--- src/design/wlec_pkg.sv ---
package wlec_pkg;

  localparam int SLOT_COUNT = 16;
  localparam int SLOT_AW    = $clog2(SLOT_COUNT);
  localparam int DIGIT_W    = 8;
  localparam int UPPER_W    = 32;
  localparam int OP_W       = 2;
  localparam int SEL_W      = 2;
  localparam int RETRY_W    = 8;

  localparam logic [DIGIT_W-1:0] ERASED             = 8'hFF;
  localparam logic [DIGIT_W:0]   DIGIT_BASE         = 9'd255;
  localparam logic [RETRY_W-1:0] VOTE_RETRIES_RESET = 8'd3;

  typedef enum logic [OP_W-1:0] {
    OP_ADD     = 2'd0,
    OP_SET     = 2'd1,
    OP_GET     = 2'd2,
    OP_RESTORE = 2'd3
  } op_t;

  typedef enum logic [SEL_W-1:0] {
    SEL_COPY_A  = 2'd0,
    SEL_COPY_B  = 2'd1,
    SEL_WORKING = 2'd2,
    SEL_NONE    = 2'd3
  } sel_t;

  typedef enum logic [2:0] {
    ST_IDLE,
    ST_SCAN,
    ST_EXEC,
    ST_CARRY,
    ST_FIN
  } state_t;

  typedef struct packed {
    logic [UPPER_W-1:0] a;
    logic [UPPER_W-1:0] b;
    logic [UPPER_W-1:0] w;
  } upper_t;

  function automatic upper_t vote(input upper_t u);
    upper_t r;
    r = u;
    if (u.a != u.b) begin
      if (u.a == u.w) begin
        r.b = u.w;
      end else if (u.b == u.w) begin
        r.a = u.w;
      end else begin
        r.b = u.a;
        r.w = u.a;
      end
    end else begin
      r.w = u.a;
    end
    return r;
  endfunction

endpackage

--- src/design/wlec_req_if.sv ---
interface wlec_req_if;
  logic                              valid;
  logic                              ready;
  logic [wlec_pkg::OP_W-1:0]         opcode;
  logic [wlec_pkg::DIGIT_W-1:0]      add_amount;
  logic [wlec_pkg::UPPER_W-1:0]      set_value;
  logic [wlec_pkg::SEL_W-1:0]        copy_select;
  logic [wlec_pkg::UPPER_W-1:0]      copy_value;

  modport source (output valid, opcode, add_amount, set_value, copy_select, copy_value,
                  input ready);
  modport sink (input valid, opcode, add_amount, set_value, copy_select, copy_value,
                output ready);
endinterface

--- src/design/wlec_rsp_if.sv ---
interface wlec_rsp_if;
  logic                         valid;
  logic                         ready;
  logic [wlec_pkg::UPPER_W-1:0] energy;
  logic                         carried;

  modport source (output valid, energy, carried, input ready);
  modport sink (input valid, energy, carried, output ready);
endinterface

--- src/design/wlec_cfg_if.sv ---
interface wlec_cfg_if;
  logic                         valid;
  logic                         ready;
  logic [wlec_pkg::RETRY_W-1:0] data;

  modport source (output valid, data, input ready);
  modport sink (input valid, data, output ready);
endinterface

--- src/design/wlec_ram.sv ---
module wlec_ram #(
  parameter int WIDTH = 8,
  parameter int DEPTH = 16
) (
  input  logic                     clk,
  input  logic                     we,
  input  logic [$clog2(DEPTH)-1:0] waddr,
  input  logic [WIDTH-1:0]         wdata,
  input  logic [$clog2(DEPTH)-1:0] raddr,
  output logic [WIDTH-1:0]         rdata
);

  logic [WIDTH-1:0] mem [DEPTH];

  always_ff @(posedge clk) begin
    if (we) begin
      mem[waddr] <= wdata;
    end
    rdata <= mem[raddr];
  end

endmodule

--- src/design/wear_leveled_energy_counter_core.sv ---
// Wear-leveled energy counter core.
// req: one beat carries a command (add, set, get, restore) with all its fields.
// rsp: one beat per command carries energy (get only, else zero) and carried.
// cfg: one beat writes vote_retries; always ready, write only while idle.
// The low digit sits in a 16-entry slot RAM with a registered read;
// the three upper copies sit in flops. Each command scans the slot RAM from
// slot 0, one slot per cycle, until the first live slot or until all 16
// slots are found erased. Then come an execute state, a carry state on a
// carry, and a finish state. rsp.valid and req.ready rise together, so the
// rsp beat and the next req beat can both be taken in the same cycle.
// req.ready is high only while no command is in work. The rsp beat sits in an
// output register, so the next command runs while rsp is stalled; a finished
// command waits in its finish cycle until that register frees.
// Reset (synchronous, rst high) marks all slots erased through per-slot valid
// bits, clears the upper copies, sets vote_retries to 3 and drops rsp.valid.
module wear_leveled_energy_counter_core (
  input  logic       clk,
  input  logic       rst,
  wlec_req_if.sink   req,
  wlec_rsp_if.source rsp,
  wlec_cfg_if.sink   cfg
);

  wlec_pkg::state_t state;
  wlec_pkg::state_t state_next;

  logic [wlec_pkg::SLOT_AW-1:0]    idx;
  logic                            live_found;
  logic [wlec_pkg::SLOT_AW-1:0]    live_idx;
  logic [wlec_pkg::DIGIT_W-1:0]    live_val;
  wlec_pkg::op_t                   op;
  logic [wlec_pkg::DIGIT_W-1:0]    amount;
  logic [wlec_pkg::UPPER_W-1:0]    setv;
  wlec_pkg::sel_t                  sel;
  logic [wlec_pkg::UPPER_W-1:0]    cval;
  wlec_pkg::upper_t                upper;
  logic                            carry_flag;
  logic [wlec_pkg::RETRY_W-1:0]    vote_retries;
  logic [wlec_pkg::SLOT_COUNT-1:0] slot_valid;
  logic [wlec_pkg::SLOT_COUNT-1:0] slot_valid_next;
  logic                            rd_valid;
  logic                            out_valid;
  logic [wlec_pkg::UPPER_W-1:0]    out_energy;
  logic                            out_carried;

  logic [wlec_pkg::SLOT_AW-1:0] raddr;
  logic [wlec_pkg::DIGIT_W-1:0] rdata;
  logic [wlec_pkg::DIGIT_W-1:0] slot_data;
  logic                         wr_en;
  logic [wlec_pkg::SLOT_AW-1:0] wr_addr;
  logic [wlec_pkg::DIGIT_W-1:0] wr_data;
  logic                         erase_en;
  logic [wlec_pkg::DIGIT_W:0]   sum;
  logic                         add_carry;
  logic [wlec_pkg::DIGIT_W-1:0] add_digit;
  logic [wlec_pkg::SLOT_AW-1:0] add_target;
  logic                         accept;
  logic                         out_load;
  logic                         vote_on;

  wlec_ram #(
    .WIDTH(wlec_pkg::DIGIT_W),
    .DEPTH(wlec_pkg::SLOT_COUNT)
  ) u_slots (
    .clk  (clk),
    .we   (wr_en),
    .waddr(wr_addr),
    .wdata(wr_data),
    .raddr(raddr),
    .rdata(rdata)
  );

  assign req.ready   = (state == wlec_pkg::ST_IDLE);
  assign accept      = req.valid && req.ready;
  assign cfg.ready   = 1'b1;
  assign rsp.valid   = out_valid;
  assign rsp.energy  = out_energy;
  assign rsp.carried = out_carried;
  assign slot_data   = rd_valid ? rdata : wlec_pkg::ERASED;
  assign vote_on     = (vote_retries != '0);
  assign out_load    = (state == wlec_pkg::ST_FIN) && (!out_valid || rsp.ready);

  always_comb begin
    sum = {1'b0, live_val} + {1'b0, amount};
    if (live_found) begin
      add_carry  = (sum >= wlec_pkg::DIGIT_BASE);
      add_digit  = add_carry ? wlec_pkg::DIGIT_W'(sum - wlec_pkg::DIGIT_BASE)
                             : sum[wlec_pkg::DIGIT_W-1:0];
      add_target = sum[wlec_pkg::DIGIT_W-1:wlec_pkg::DIGIT_W-wlec_pkg::SLOT_AW];
    end else begin
      add_carry  = (amount == wlec_pkg::ERASED);
      add_digit  = add_carry ? '0 : amount;
      add_target = '0;
    end
  end

  always_comb begin
    state_next = state;
    case (state)
      wlec_pkg::ST_IDLE: begin
        if (accept) state_next = wlec_pkg::ST_SCAN;
      end
      wlec_pkg::ST_SCAN: begin
        if (slot_data != wlec_pkg::ERASED ||
            idx == wlec_pkg::SLOT_AW'(wlec_pkg::SLOT_COUNT - 1)) begin
          state_next = wlec_pkg::ST_EXEC;
        end
      end
      wlec_pkg::ST_EXEC: begin
        if (op == wlec_pkg::OP_ADD && add_carry) state_next = wlec_pkg::ST_CARRY;
        else state_next = wlec_pkg::ST_FIN;
      end
      wlec_pkg::ST_CARRY: state_next = wlec_pkg::ST_FIN;
      wlec_pkg::ST_FIN: begin
        if (out_load) state_next = wlec_pkg::ST_IDLE;
      end
      default: state_next = wlec_pkg::ST_IDLE;
    endcase
  end

  always_comb begin
    raddr    = '0;
    wr_en    = 1'b0;
    wr_addr  = add_target;
    wr_data  = add_digit;
    erase_en = 1'b0;
    case (state)
      wlec_pkg::ST_SCAN: raddr = idx + 1'b1;
      wlec_pkg::ST_EXEC: begin
        if (op == wlec_pkg::OP_ADD) begin
          wr_en    = 1'b1;
          erase_en = live_found && (add_target != live_idx);
        end else if (op == wlec_pkg::OP_SET) begin
          wr_en   = live_found;
          wr_addr = live_idx;
          wr_data = setv[wlec_pkg::DIGIT_W-1:0];
        end
      end
      default: raddr = '0;
    endcase
  end

  always_comb begin
    slot_valid_next = slot_valid;
    if (wr_en) slot_valid_next[wr_addr] = 1'b1;
    if (erase_en) slot_valid_next[live_idx] = 1'b0;
  end

  always_ff @(posedge clk) begin
    if (rst) begin
      state        <= wlec_pkg::ST_IDLE;
      slot_valid   <= '0;
      upper        <= '0;
      vote_retries <= wlec_pkg::VOTE_RETRIES_RESET;
      out_valid    <= 1'b0;
    end else begin
      state <= state_next;
      if (cfg.valid && cfg.ready) vote_retries <= cfg.data;
      if (out_load) out_valid <= 1'b1;
      else if (rsp.ready) out_valid <= 1'b0;
      slot_valid <= slot_valid_next;
      case (state)
        wlec_pkg::ST_EXEC: begin
          case (op)
            wlec_pkg::OP_ADD: begin
              if (add_carry && vote_on) upper <= wlec_pkg::vote(upper);
            end
            wlec_pkg::OP_SET: begin
              upper <= {wlec_pkg::UPPER_W'(setv >> wlec_pkg::DIGIT_W),
                        wlec_pkg::UPPER_W'(setv >> wlec_pkg::DIGIT_W),
                        upper.w};
            end
            wlec_pkg::OP_GET: begin
              if (vote_on) upper <= wlec_pkg::vote(upper);
            end
            default: begin
              case (sel)
                wlec_pkg::SEL_COPY_A:  upper.a <= cval;
                wlec_pkg::SEL_COPY_B:  upper.b <= cval;
                wlec_pkg::SEL_WORKING: upper.w <= cval;
                default: ;
              endcase
            end
          endcase
        end
        wlec_pkg::ST_CARRY: begin
          upper <= {3{upper.w + 1'b1}};
        end
        default: ;
      endcase
    end
  end

  always_ff @(posedge clk) begin
    rd_valid <= slot_valid[raddr];
    if (accept) begin
      op     <= wlec_pkg::op_t'(req.opcode);
      amount <= req.add_amount;
      setv   <= req.set_value;
      sel    <= wlec_pkg::sel_t'(req.copy_select);
      cval   <= req.copy_value;
      idx    <= '0;
    end
    if (state == wlec_pkg::ST_SCAN) begin
      idx        <= idx + 1'b1;
      live_found <= (slot_data != wlec_pkg::ERASED);
      live_idx   <= idx;
      live_val   <= slot_data;
    end
    if (state == wlec_pkg::ST_EXEC) carry_flag <= (op == wlec_pkg::OP_ADD) && add_carry;
    if (out_load) begin
      out_carried <= carry_flag;
      if (op == wlec_pkg::OP_GET) begin
        out_energy <= {upper.w[wlec_pkg::UPPER_W-wlec_pkg::DIGIT_W-1:0],
                       live_found ? live_val : {wlec_pkg::DIGIT_W{1'b0}}};
      end else begin
        out_energy <= '0;
      end
    end
  end

  a_carry_no_energy: assert property (@(posedge clk) disable iff (rst)
    rsp.valid && rsp.carried |-> rsp.energy == '0)
    else $error("carried beat with nonzero energy");

  a_carry_syncs_copies: assert property (@(posedge clk) disable iff (rst)
    state == wlec_pkg::ST_CARRY |=> (upper.a == upper.w && upper.b == upper.w))
    else $error("copies differ after carry");

  a_scan_stops_at_live: assert property (@(posedge clk) disable iff (rst)
    state == wlec_pkg::ST_SCAN && slot_data != wlec_pkg::ERASED
    |=> state == wlec_pkg::ST_EXEC && live_found)
    else $error("scan passed a live slot");

  a_accept_starts_scan: assert property (@(posedge clk) disable iff (rst)
    accept |=> state == wlec_pkg::ST_SCAN && idx == '0)
    else $error("accepted beat did not start a scan");

  a_single_write: assert property (@(posedge clk) disable iff (rst)
    erase_en |-> wr_en && op == wlec_pkg::OP_ADD && wr_addr != live_idx)
    else $error("erase without a new digit write");

endmodule
--- src/flat_wrapper.sv ---
// flat-port wrapper written by rule: the top's interface ports become plain ports
module wear_leveled_energy_counter_core_flat 
  (clk, rst, req_valid, req_opcode, req_add_amount, req_set_value, req_copy_select, req_copy_value, req_ready, rsp_valid, rsp_energy, rsp_carried, rsp_ready, cfg_valid, cfg_data, cfg_ready);
  wlec_req_if req_i ();
  wlec_rsp_if rsp_i ();
  wlec_cfg_if cfg_i ();
  input  logic clk;
  input  logic rst;
  input wire logic [$bits(req_i.valid)-1:0] req_valid;
  input wire logic [$bits(req_i.opcode)-1:0] req_opcode;
  input wire logic [$bits(req_i.add_amount)-1:0] req_add_amount;
  input wire logic [$bits(req_i.set_value)-1:0] req_set_value;
  input wire logic [$bits(req_i.copy_select)-1:0] req_copy_select;
  input wire logic [$bits(req_i.copy_value)-1:0] req_copy_value;
  output wire logic [$bits(req_i.ready)-1:0] req_ready;
  output wire logic [$bits(rsp_i.valid)-1:0] rsp_valid;
  output wire logic [$bits(rsp_i.energy)-1:0] rsp_energy;
  output wire logic [$bits(rsp_i.carried)-1:0] rsp_carried;
  input wire logic [$bits(rsp_i.ready)-1:0] rsp_ready;
  input wire logic [$bits(cfg_i.valid)-1:0] cfg_valid;
  input wire logic [$bits(cfg_i.data)-1:0] cfg_data;
  output wire logic [$bits(cfg_i.ready)-1:0] cfg_ready;
  assign req_i.valid = req_valid;
  assign req_i.opcode = req_opcode;
  assign req_i.add_amount = req_add_amount;
  assign req_i.set_value = req_set_value;
  assign req_i.copy_select = req_copy_select;
  assign req_i.copy_value = req_copy_value;
  assign req_ready = req_i.ready;
  assign rsp_valid = rsp_i.valid;
  assign rsp_energy = rsp_i.energy;
  assign rsp_carried = rsp_i.carried;
  assign rsp_i.ready = rsp_ready;
  assign cfg_i.valid = cfg_valid;
  assign cfg_i.data = cfg_data;
  assign cfg_ready = cfg_i.ready;
  wear_leveled_energy_counter_core u_core (.clk(clk), .rst(rst), .req(req_i), .rsp(rsp_i), .cfg(cfg_i));
endmodule
--- config.mk ---
export PLATFORM = sky130hd
export DESIGN_NAME = wear_leveled_energy_counter_core_flat
export DESIGN_NICKNAME = d
export VERILOG_FILES = /design/src/design/wlec_pkg.sv /design/src/design/wlec_req_if.sv /design/src/design/wlec_rsp_if.sv /design/src/design/wlec_cfg_if.sv /design/src/design/wlec_ram.sv /design/src/design/wear_leveled_energy_counter_core.sv /design/src/flat_wrapper.sv
export SDC_FILE = /design/constraint.sdc
export NUM_CORES = 1
export LEC_CHECK = 0
export CAP_MARGIN = 20
export CORE_MARGIN = 10
export CORE_UTILIZATION = 46
export DETAILED_ROUTE_END_ITERATION = 16
export DONT_BUFFER_PORTS = 1
export PLACE_DENSITY = 0.58
export SLEW_MARGIN = 25
export SYNTH_ARGS = -nofsm -noshare
export SYNTH_HDL_FRONTEND = slang
export SYNTH_HIERARCHICAL = 1
export SYNTH_SLANG_ARGS = --single-unit
--- constraint.sdc ---
create_clock -name clk -period 8.9 [get_ports clk]
set_input_delay 0.89 -clock clk [delete_from_list [all_inputs] [get_ports clk]]
set_output_delay 0.89 -clock clk [all_outputs]
set_load 0.02 [all_outputs]
==> flow_metrics.py, run 1 <==
metrics = {
    "outcome": {
        "status": "completed",
    },
    "yosys": {
        "synth_edf_count": 255,
        "synth_top_area_cell": "edfxtp_1",
        "netlist_instances": 1691,
        "synth-seq-cells": 388,
        "synth_nets": 1792,
        "yosysTopAreaCellShare_pct": 39.80,
        "async_reset_ff_share_pct": 0,
        "ys_warn_count": 6,
        "synth_flop_cell": "edfxtp_1",
        "syn_area_um2": 19240,
        "yosysMostFrequentCell": "edfxtp_1",
        "yosys.cell_types.count": 97,
        "synth_seq_area_share_pct": 53.65,
        "synth_area_leaders": "edfxtp_1 40%, dfxtp_1 14%, xnor2_1 4.6%, a21oi_1 2.4%, nand2_1 2.3%",
        "synth_common_cells": "255 x edfxtp_1, 133 x dfxtp_1, 120 x nand2_1",
        "synthesis.area_per_instance_um2": 11.38,
    },
    "power": {
        "leakage_nw": 7.114,
        "p_total_mw": 6.005,
        "peakVddDrop_uv": 188.4,
        "powerDensity_nw_per_um2": 284.9,
    },
    "sta": {
        "max_clock_freq_ghz": 0.2418,
        "finalMaxSlewViolations": 0,
        "fin_setup_tns_ps": 0,
        "setup_violations": 0,
        "worst_slack_ps": 4765,
        "hold_slack_ps": 392.4,
        "skew_ps": 14.03,
        "finalCriticalPeriod_ps": 4135,
        "hold_viol": 0,
        "slew_headroom_pct": 29.00,
        "fin_crit_sh_pct": 46.46,
        "rsz0062_at_grt": "false",
        "tightest_slew_ps": 1057,
    },
    "floorplan": {
        "ios": 125,
        "rows": 74,
        "core_um2": 41110,
        "chipHeight_um": 224.5,
        "start_util_pct": 46.80,
        "die_x_um": 224.5,
        "dieArea_um2": 50400,
    },
    "global_route": {
        "grt_usage_pct": 22.52,
        "grt_pass1_vias": 13560,
        "grt_pass1_wl_mm": 86.51,
        "grt_max_degree": 128,
        "antenna_found_initial": 2,
        "overflow": 0,
    },
    "worst_setup_path": {
        "start_kind": "register",
        "path_class": "reg2reg",
        "cp-end-kind": "register",
        "crit_path_max_fanout": 32,
        "max_stage_delay_ps": 690,
        "path_cells": "ha_1 -> fa_1 -> a211oi_4 -> o211ai_1 -> a31oi_1 -> buf_4 -> nand3_1 -> o21ai_1 -> or3_4 -> mux2_2",
        "required_ps": 9370,
        "cp_slowest_cell": "or3_4",
        "crit_arrival_ps": 4600,
    },
    "placement": {
        "placed_cell_area_um2": 19540,
        "pre_cts_ws_ps": 4797,
        "globalplace.congestion": 0.9177,
        "dp_cells": 2111,
        "port_buffers": 0,
        "dp_hpwl_mm": 40.51,
    },
    "final_layout": {
        "layout.cells.non_filler": 2190,
        "fin_area_um2": 21080,
        "antenna_cells": 0,
        "postLayoutCoreUtil_pct": 51.28,
        "finalNetCount": 1726,
        "syn_to_final_growth_pct": 9.587,
        "drive_above_1_share_pct": 11.94,
    },
    "routing": {
        "wl_per_cell_um": 26.42,
        "drt_first_pass_iters": 5,
        "vias": 14000,
        "drc": 0,
        "ant_nets": 0,
        "vias_per_cell": 6.394,
        "drt_wl_total_mm": 57.86,
        "drt_iter0_drc": 1313,
    },
    "clock_tree": {
        "cts_htree_levels": 2,
        "hold_buffers": 0,
        "clock_path_buffers": 3,
        "tritoncts": "built",
        "path_clk_slew_ps": 60,
        "clock_latency_ps": 590,
        "cts_buffers": 43,
        "cts_sinks": 388,
        "cts_root_buf": "clkbuf_16",
        "post_cts_buffers": 0,
        "cts_resized": 0,
    },
    "flow_run": {
        "cap_violations": 0,
    },
    "min_path": {
        "hold_class": "in2reg",
    },
}
[layout by cell type, fill, tap and decap left out, drive strengths merged, types with 6 or more instances in the layout]
master / count
a211oi: 43
dfxtp: 133
xnor2: 100
clkinv: 14
a311oi: 15
nor3: 35
o211ai: 9
nand3: 51
edfxtp: 255
a221oi: 23
a22oi: 23
buf: 33
xor2: 20
bufinv: 8
clkbuf: 50
nand2b: 14
nand4: 38
a31oi: 41
nor4: 33
a211o: 6
nand2: 120
nor3b: 8
inv: 23
a31o: 19
nor2: 90
mux4: 32
and4: 10
ha: 11
o21ai: 42
nor2b: 29
a21oi: 95
and3: 48
or3: 13
mux2i: 34
mux2: 25
and2: 30
a21o: 6
[state kept, by name, summed over array words and instances (netlist names)]
signal                cells
u_core/u_slots/mem      128
u_core/upper             96
u_core/cval              32
u_core/rsp.energy        32
u_core/setv              32
u_core/slot_valid        16
u_core/amount             8
u_core/live_val           8
u_core/u_slots/rdata      8
u_core/vote_retries       8
u_core/idx                4
u_core/live_idx           4
u_core/state              3
u_core/op                 2
u_core/sel                2
u_core/carry_flag         1
u_core/live_found         1
u_core/rd_valid           1
u_core/rsp.carried        1
u_core/rsp.valid          1
[power breakdown]
| part | leakage [nW] | internal (mW) | switching, mW | total (mW) |
|---|---|---|---|---|
| Clock | 0.736 | 1.16 | 0.764 | 1.92 |
| Sequential | 3.43 | 2.24 | 0.163 | 2.40 |
| Combinational | 2.95 | 0.548 | 1.14 | 1.69 |
[critical path, delay by kind of cell (launching register included)]
| family | cells | cell delay, ps |
|---|---|---|
| adder cells (fa/ha/maj) | 2 | 750 |
| flip-flops | 1 | 410 |
| multiplexers | 1 | 400 |
| AND/OR/NAND/NOR | 2 | 820 |
| buffers and inverters | 1 | 210 |
| AO/OA/AOI/OAI | 4 | 1340 |
[cell type report]
type / instances / area (um^2)
timing repair buffer: 33 / 260.3
tap: 532 / 665.6
inverter: 21 / 78.83
clock inverter: 28 / 387.9
clock buffer: 50 / 1134
multi-input combinational: 1138 / 8235
sequential: 388 / 10320
fill: 3641 / 20030
[path summary, 6_finish.rpt]
path | slack, ps | cells after the start | end | start
worst max-delay path | 4760 | 10 | u_core/upper[1] | u_core/amount[0]
worst min-delay path | 390 | 0 | u_core/setv[6] | req_set_value[6]
worst max register to register | 4760 | 10 | u_core/upper[1] | u_core/amount[0]
worst min register to register | 450 | 0 | u_core/rsp.carried | u_core/carry_flag
[routing by layer]
metal  up-vias  wire, um  GRT usage (%)
li1       6326         -              -
met2       614     26380          34.84
met3        88      4121          3.552
met1      6975     25850          31.68
met5         -         0              0
met4         0      1518          7.721
[kinds of logic after synthesis]
group | count (synthesis) | synth area share [%]
simple gates | 540 | 14.80
flops | 388 | 53.65
compound gates | 373 | 13.63
buf+inv | 165 | 3.883
xor+xnor | 121 | 5.580
mux | 91 | 7.623
fa+ha+maj | 12 | 0.8195
other cells | 1 | 0.01949
Power figures use the tool's default switching activity.
==> inputs of run 2 (changes only) <==
==> constraint.sdc (replaced) <==
create_clock -name clk -period 4.1 [get_ports clk]
set_input_delay 0.41 -clock clk [delete_from_list [all_inputs] [get_ports clk]]
set_output_delay 0.41 -clock clk [all_outputs]
set_load 0.02 [all_outputs]
==> run 2 against run 1 <==
  * Clock skew rose by 22 ps
  * Via count rose by 3.0%
  * Power increased by 110%
  * Wire length is 2.3% higher
  * Clock-buffer cell count stayed put
  * Sequential power is 120% higher
  * Fmax rose by 13%
  * Worst hold slack worse by 360 ps
  * Sequential share of layout area down 2.4 points
  * Die area unchanged
  * Critical path depth did not move
  * Cell count is 6.2% higher
  * Critical path type unchanged
  * Largest cell class unchanged
==> flow_metrics.py, run 2 (same netlist as run 1, synthesis figures left out) <==
metrics = {
    "sta": {
        "tightest_slew_ps": 1013,
        "hold_viol": 0,
        "finalMaxSlewViolations": 0,
        "finalCriticalPeriod_ps": 3654,
        "slew_headroom_pct": 32.32,
        "fin_crit_sh_pct": 89.11,
        "skew_ps": 35.82,
        "setup_violations": 0,
        "max_clock_freq_ghz": 0.2737,
        "fin_setup_tns_ps": 0,
        "rsz0062_at_grt": "false",
    },
    "floorplan": {
        "die_x_um": 224.5,
        "chipHeight_um": 224.5,
        "rows": 74,
        "core_um2": 41110,
        "dieArea_um2": 50400,
        "ios": 125,
        "start_util_pct": 46.80,
    },
    "placement": {
        "globalplace.congestion": 0.9274,
        "dp_hpwl_mm": 41.33,
        "placed_cell_area_um2": 19860,
        "port_buffers": 0,
    },
    "worst_setup_path": {
        "cp-end-kind": "register",
        "r2r-end": "u_core/upper[5]",
        "required_ps": 4560,
        "reg2regPathDepth": 10,
        "r2r-start": "u_core/live_val[0]",
        "crit_arrival_ps": 4110,
        "max_stage_delay_ps": 500,
        "cp_slowest_cell": "fa_1",
        "path_cells": "ha_1 -> fa_1 -> a211oi_4 -> o21ai_1 -> a31o_1 -> a211oi_4 -> o21ai_1 -> or3_2 -> buf_4 -> mux2_4",
        "start_kind": "register",
        "crit_path_max_fanout": 32,
        "reg2reg_setup_slack_ps": 450,
        "critPathTopFamily": "compound AO/OA/AOI/OAI gates",
        "path_class": "reg2reg",
        "cp_num_buf_inv": 1,
    },
    "final_layout": {
        "fillers": 3545,
        "finalNetCount": 1860,
        "syn_to_final_growth_pct": 15.34,
        "final_common_cell": "edfxtp_1",
        "layout_common_cells": "255 x edfxtp_1, 133 x dfxtp_1, 120 x nand2_1",
        "top_register": "u_core/u_slots/mem",
        "register_area_um2": 10320,
        "postLayoutCoreUtil_pct": 53.97,
        "antenna_cells": 0,
        "drive_above_1_share_pct": 12.93,
        "multiInputGateArea_um2": 8219,
        "largestRegisters": "u_core/u_slots/mem (128), u_core/upper (96)",
        "largest_reg_flops": 128,
        "fin_area_um2": 22190,
    },
    "routing": {
        "ant_nets": 0,
        "drt_wl_total_mm": 59.20,
        "vias_per_cell": 6.199,
        "drc": 0,
        "drt_first_pass_iters": 5,
        "vias": 14420,
        "drt_iter0_drc": 1523,
        "wl_per_cell_um": 25.45,
    },
    "min_path": {
        "min_path_cells": 2,
        "hold_start": "rst",
        "hold_class": "in2reg",
        "holdPathEnd": "u_core/upper[16]",
    },
    "global_route": {
        "grt_pass1_wl_mm": 89.02,
        "grt_max_degree": 70,
        "overflow": 0,
        "grt_usage_pct": 23.02,
        "grt_pass1_vias": 14130,
        "antenna_found_initial": 0,
    },
    "clock_tree": {
        "post_cts_buffers": 0,
        "cts_htree_levels": 2,
        "cts_buffers": 43,
        "clock_latency_ps": 600,
        "clock_path_buffers": 3,
        "path_clk_slew_ps": 60,
        "cts_sinks": 388,
        "tritoncts": "built",
        "cts_root_buf": "clkbuf_16",
    },
    "flow_run": {
        "cap_violations": 0,
    },
    "power": {
        "leakage_nw": 7.654,
        "powerDensity_nw_per_um2": 579.0,
        "peakVddDrop_uv": 377.2,
    },
    "outcome": {
        "status": "completed",
    },
}
## run 2: cell type report
type                       count  share of cell area (%)
clock inverter                30                   1.303
clock buffer                  50                   4.968
sequential                   388                   46.51
timing repair buffer         167                   6.823
multi-input combinational   1138                   37.04
tap                          532                   3.000
inverter                      21                  0.3552
## run 2: where the power goes
part           internal [mW]  leakage (nW)  switching [mW]
registers               4.85          3.43           0.345
logic                   1.34          3.55            2.50
clock network           2.15         0.673            1.67
## run 2: repair_timing
item / 4_1_cts / 5_1_grt
resized for setup: 0 / 0
endpoints found under the hold margin: 136 / 0
hold buffers: 92 / 0
## run 2: worst max-delay path by stage
stage	cells past startpoint	to	start
final	10	u_core/upper[5]	u_core/live_val[0]
after global placement	10	u_core/upper[8]	u_core/amount[0]
after CTS	10	u_core/upper[5]	u_core/amount[0]
after global routing	9	u_core/u_slots/mem[15][1]	u_core/live_val[0]
after detailed placement	10	u_core/upper[8]	u_core/live_val[0]
after floorplan	4	u_core/idx[0]	u_core/state[0]
## run 2: metrics by stage
step	total power, mW	hold slack, ps	worst slack [ps]	std cells
4_1_cts	12.87	5.503	454.9	2326
2_1_floorplan	7.641	400.3	479.3	1691
3_3_place_gp	8.953	422.2	552.2	2154
6_report	12.85	34.61	446.4	2326
5_1_grt	13.42	9.619	224.8	2326
3_5_place_dp	8.979	427.5	477.3	2154
## run 2: per-layer routing
metal	up-vias	global-route usage, %	wire (um)
met2	605	36.12	27310
met4	0	7.304	1647
met3	107	4.736	4630
met1	7130	31.44	25610
met5	-	0	0
li1	6577	-	-
==> inputs of run 3 (changes only) <==
--- a/config.mk
+++ b/config.mk
@@ -14,5 +14,4 @@
 export SLEW_MARGIN = 25
 export SYNTH_ARGS = -nofsm -noshare
 export SYNTH_HDL_FRONTEND = slang
-export SYNTH_HIERARCHICAL = 1
 export SYNTH_SLANG_ARGS = --single-unit
==> run 3 against run 2 <==
  * Synthesized cell count fell by 3.7%
  * Flip-flop and latch count stayed put
  * Critical path depth did not move
  * Global-route usage shrank 0.46 points
  * Combinational power up 14%
  * Clock skew fell by 1.9 ps
  * Sequential power grew 4%
  * Clock-buffer cell count is 12 higher
  * First-iteration DRC count shrank 5.9%
==> flow_metrics.py, run 3 <==
metrics = {
    "yosys": {
        "syn_area_um2": 18320,
        "synth-seq-cells": 388,
        "synth_flop_cell": "edfxtp_1",
        "yosysTopAreaCellShare_pct": 41.79,
        "synth_nets": 1729,
        "synth_seq_area_share_pct": 56.33,
        "ys_warn_count": 0,
        "synth_area_leaders": "edfxtp_1 42%, dfxtp_1 15%, xor2_1 4.0%, a21oi_1 3.2%, a311oi_1 2.6%",
        "yosysMostFrequentCell": "edfxtp_1",
        "yosys.cell_types.count": 79,
        "synthesis.area_per_instance_um2": 11.25,
        "synth_common_cells": "255 x edfxtp_1, 133 x dfxtp_1, 127 x nand2_1",
        "synth_edf_count": 255,
        "synth_top_area_cell": "edfxtp_1",
        "async_reset_ff_share_pct": 0,
        "netlist_instances": 1628,
    },
    "clock_tree": {
        "path_clk_slew_ps": 60,
        "cts_sinks": 388,
        "clock_path_buffers": 3,
        "cts_buffers": 43,
        "tritoncts": "built",
        "cts_htree_levels": 2,
        "clock_latency_ps": 600,
        "post_cts_buffers": 0,
        "cts_root_buf": "clkbuf_16",
        "cts_resized": 0,
    },
    "placement": {
        "pre_cts_ws_ps": 241.9,
        "globalplace.congestion": 0.9352,
        "dp_hpwl_mm": 36.47,
        "dp_cells": 2078,
        "port_buffers": 0,
        "placed_cell_area_um2": 18970,
    },
    "sta": {
        "slew_headroom_pct": 30.01,
        "setup_violations": 0,
        "rsz0062_at_grt": "false",
        "hold_viol": 0,
        "max_clock_freq_ghz": 0.2633,
        "fin_crit_sh_pct": 92.65,
        "hold_slack_ps": 38.73,
        "tightest_slew_ps": 1046,
        "finalCriticalPeriod_ps": 3799,
        "fin_setup_tns_ps": 0,
        "worst_slack_ps": 301.4,
        "finalMaxSlewViolations": 0,
        "skew_ps": 33.87,
    },
    "routing": {
        "vias": 13660,
        "drt_wl_total_mm": 55.53,
        "drc": 0,
        "ant_nets": 0,
        "wl_per_cell_um": 24.65,
        "vias_per_cell": 6.064,
        "drt_iter0_drc": 1433,
        "drt_first_pass_iters": 6,
    },
    "power": {
        "powerDensity_nw_per_um2": 640.6,
        "leakage_nw": 7.404,
        "peakVddDrop_uv": 464.4,
        "p_total_mw": 13.68,
    },
    "floorplan": {
        "die_x_um": 219.6,
        "start_util_pct": 46.33,
        "rows": 73,
        "core_um2": 39550,
        "ios": 125,
        "chipHeight_um": 219.6,
        "dieArea_um2": 48210,
    },
    "worst_setup_path": {
        "path_class": "reg2reg",
        "reg2reg_setup_slack_ps": 300,
        "required_ps": 4350,
        "cp-end-kind": "register",
        "start_kind": "register",
        "crit_arrival_ps": 4050,
        "crit_path_max_fanout": 16,
    },
    "flow_run": {
        "cap_violations": 0,
    },
    "final_layout": {
        "top_register": "u_core.u_slots.mem",
        "syn_to_final_growth_pct": 16.58,
        "postLayoutCoreUtil_pct": 54.01,
        "drive_above_1_share_pct": 12.51,
        "layout.cells.non_filler": 2253,
        "fin_area_um2": 21360,
        "finalNetCount": 1792,
        "largest_reg_flops": 128,
        "layout_common_cells": "255 x edfxtp_1, 133 x dfxtp_1, 127 x nand2_1",
        "final_common_cell": "edfxtp_1",
        "largestRegisters": "u_core.u_slots.mem (128), u_core.upper (96)",
    },
    "outcome": {
        "status": "completed",
    },
    "global_route": {
        "overflow": 0,
        "grt_pass1_wl_mm": 83.12,
        "grt_pass1_vias": 13130,
        "grt_usage_pct": 22.55,
        "grt_max_degree": 98,
        "antenna_found_initial": 4,
    },
    "min_path": {
        "hold_class": "in2reg",
    },
}
## run 3: path summary, 6_finish.rpt
check,startpoint,to,cells after the start
min,rst,u_core.upper[1],3
min reg2reg,u_core.carry_flag,u_core.rsp.carried,0
max,u_core.amount[0],u_core.u_slots.mem[12][1],10
max reg2reg,u_core.amount[0],u_core.u_slots.mem[12][1],10
## run 3: timing repair
item,CTS,global route
hold endpoints to repair,175,0
endpoints found under the setup margin,0,0
hold buffers,93,0
## run 3: report_power, final
group,switching [mW],internal [mW],total [mW],leakage [nW]
Combinational,2.87,1.50,4.37,3.29
Sequential,0.499,4.89,5.39,3.43
Clock,1.65,2.28,3.93,0.682
Total,5.02,8.66,13.7,7.40
## run 3: routing by layer
metal	up-vias	part of all wire (%)	GRT usage, %
met5	-	0.023	0
met2	528	48	36.57
met4	2	3.5	8.080
met3	111	6.2	3.798
met1	6733	42	29.98
li1	6288	-	-
## run 3: kinds of logic (layout without fill, tap and decap cells)
kind of cell    after synthesis  in the layout  share of synthesized area, %
mux                          37             37                         2.738
fa+ha+maj                    12             12                        0.8605
buf+inv                     161            259                         3.886
compound gates              412            412                         16.29
xor+xnor                    138            138                         6.597
simple gates                479            479                         13.28
flops                       388            388                         56.33
other cells                   1              3                       0.02047
## run 3: final cells by class
type                    count  area [um^2]
fillers                  3390        18190
flip-flops and latches    388        10320
multi-input cells        1079         7352
repair buffers            158         1524
clock buffers              62         1177
well taps                 525        656.9
clock inverters            18        244.0
inverters                  21        80.08
diodes                      2        5.005
## run 3: critical path, cell delays in order, from the launching register on
cell and delay [ps]:
edfxtp_1 420, ha_1 250, fa_1 420, a21o_1 210
a311o_1 400, nand3_4 130, nand3_2 100, o41a_1 410
mux2_2 230, a221oi_1 70, nor2_1 820
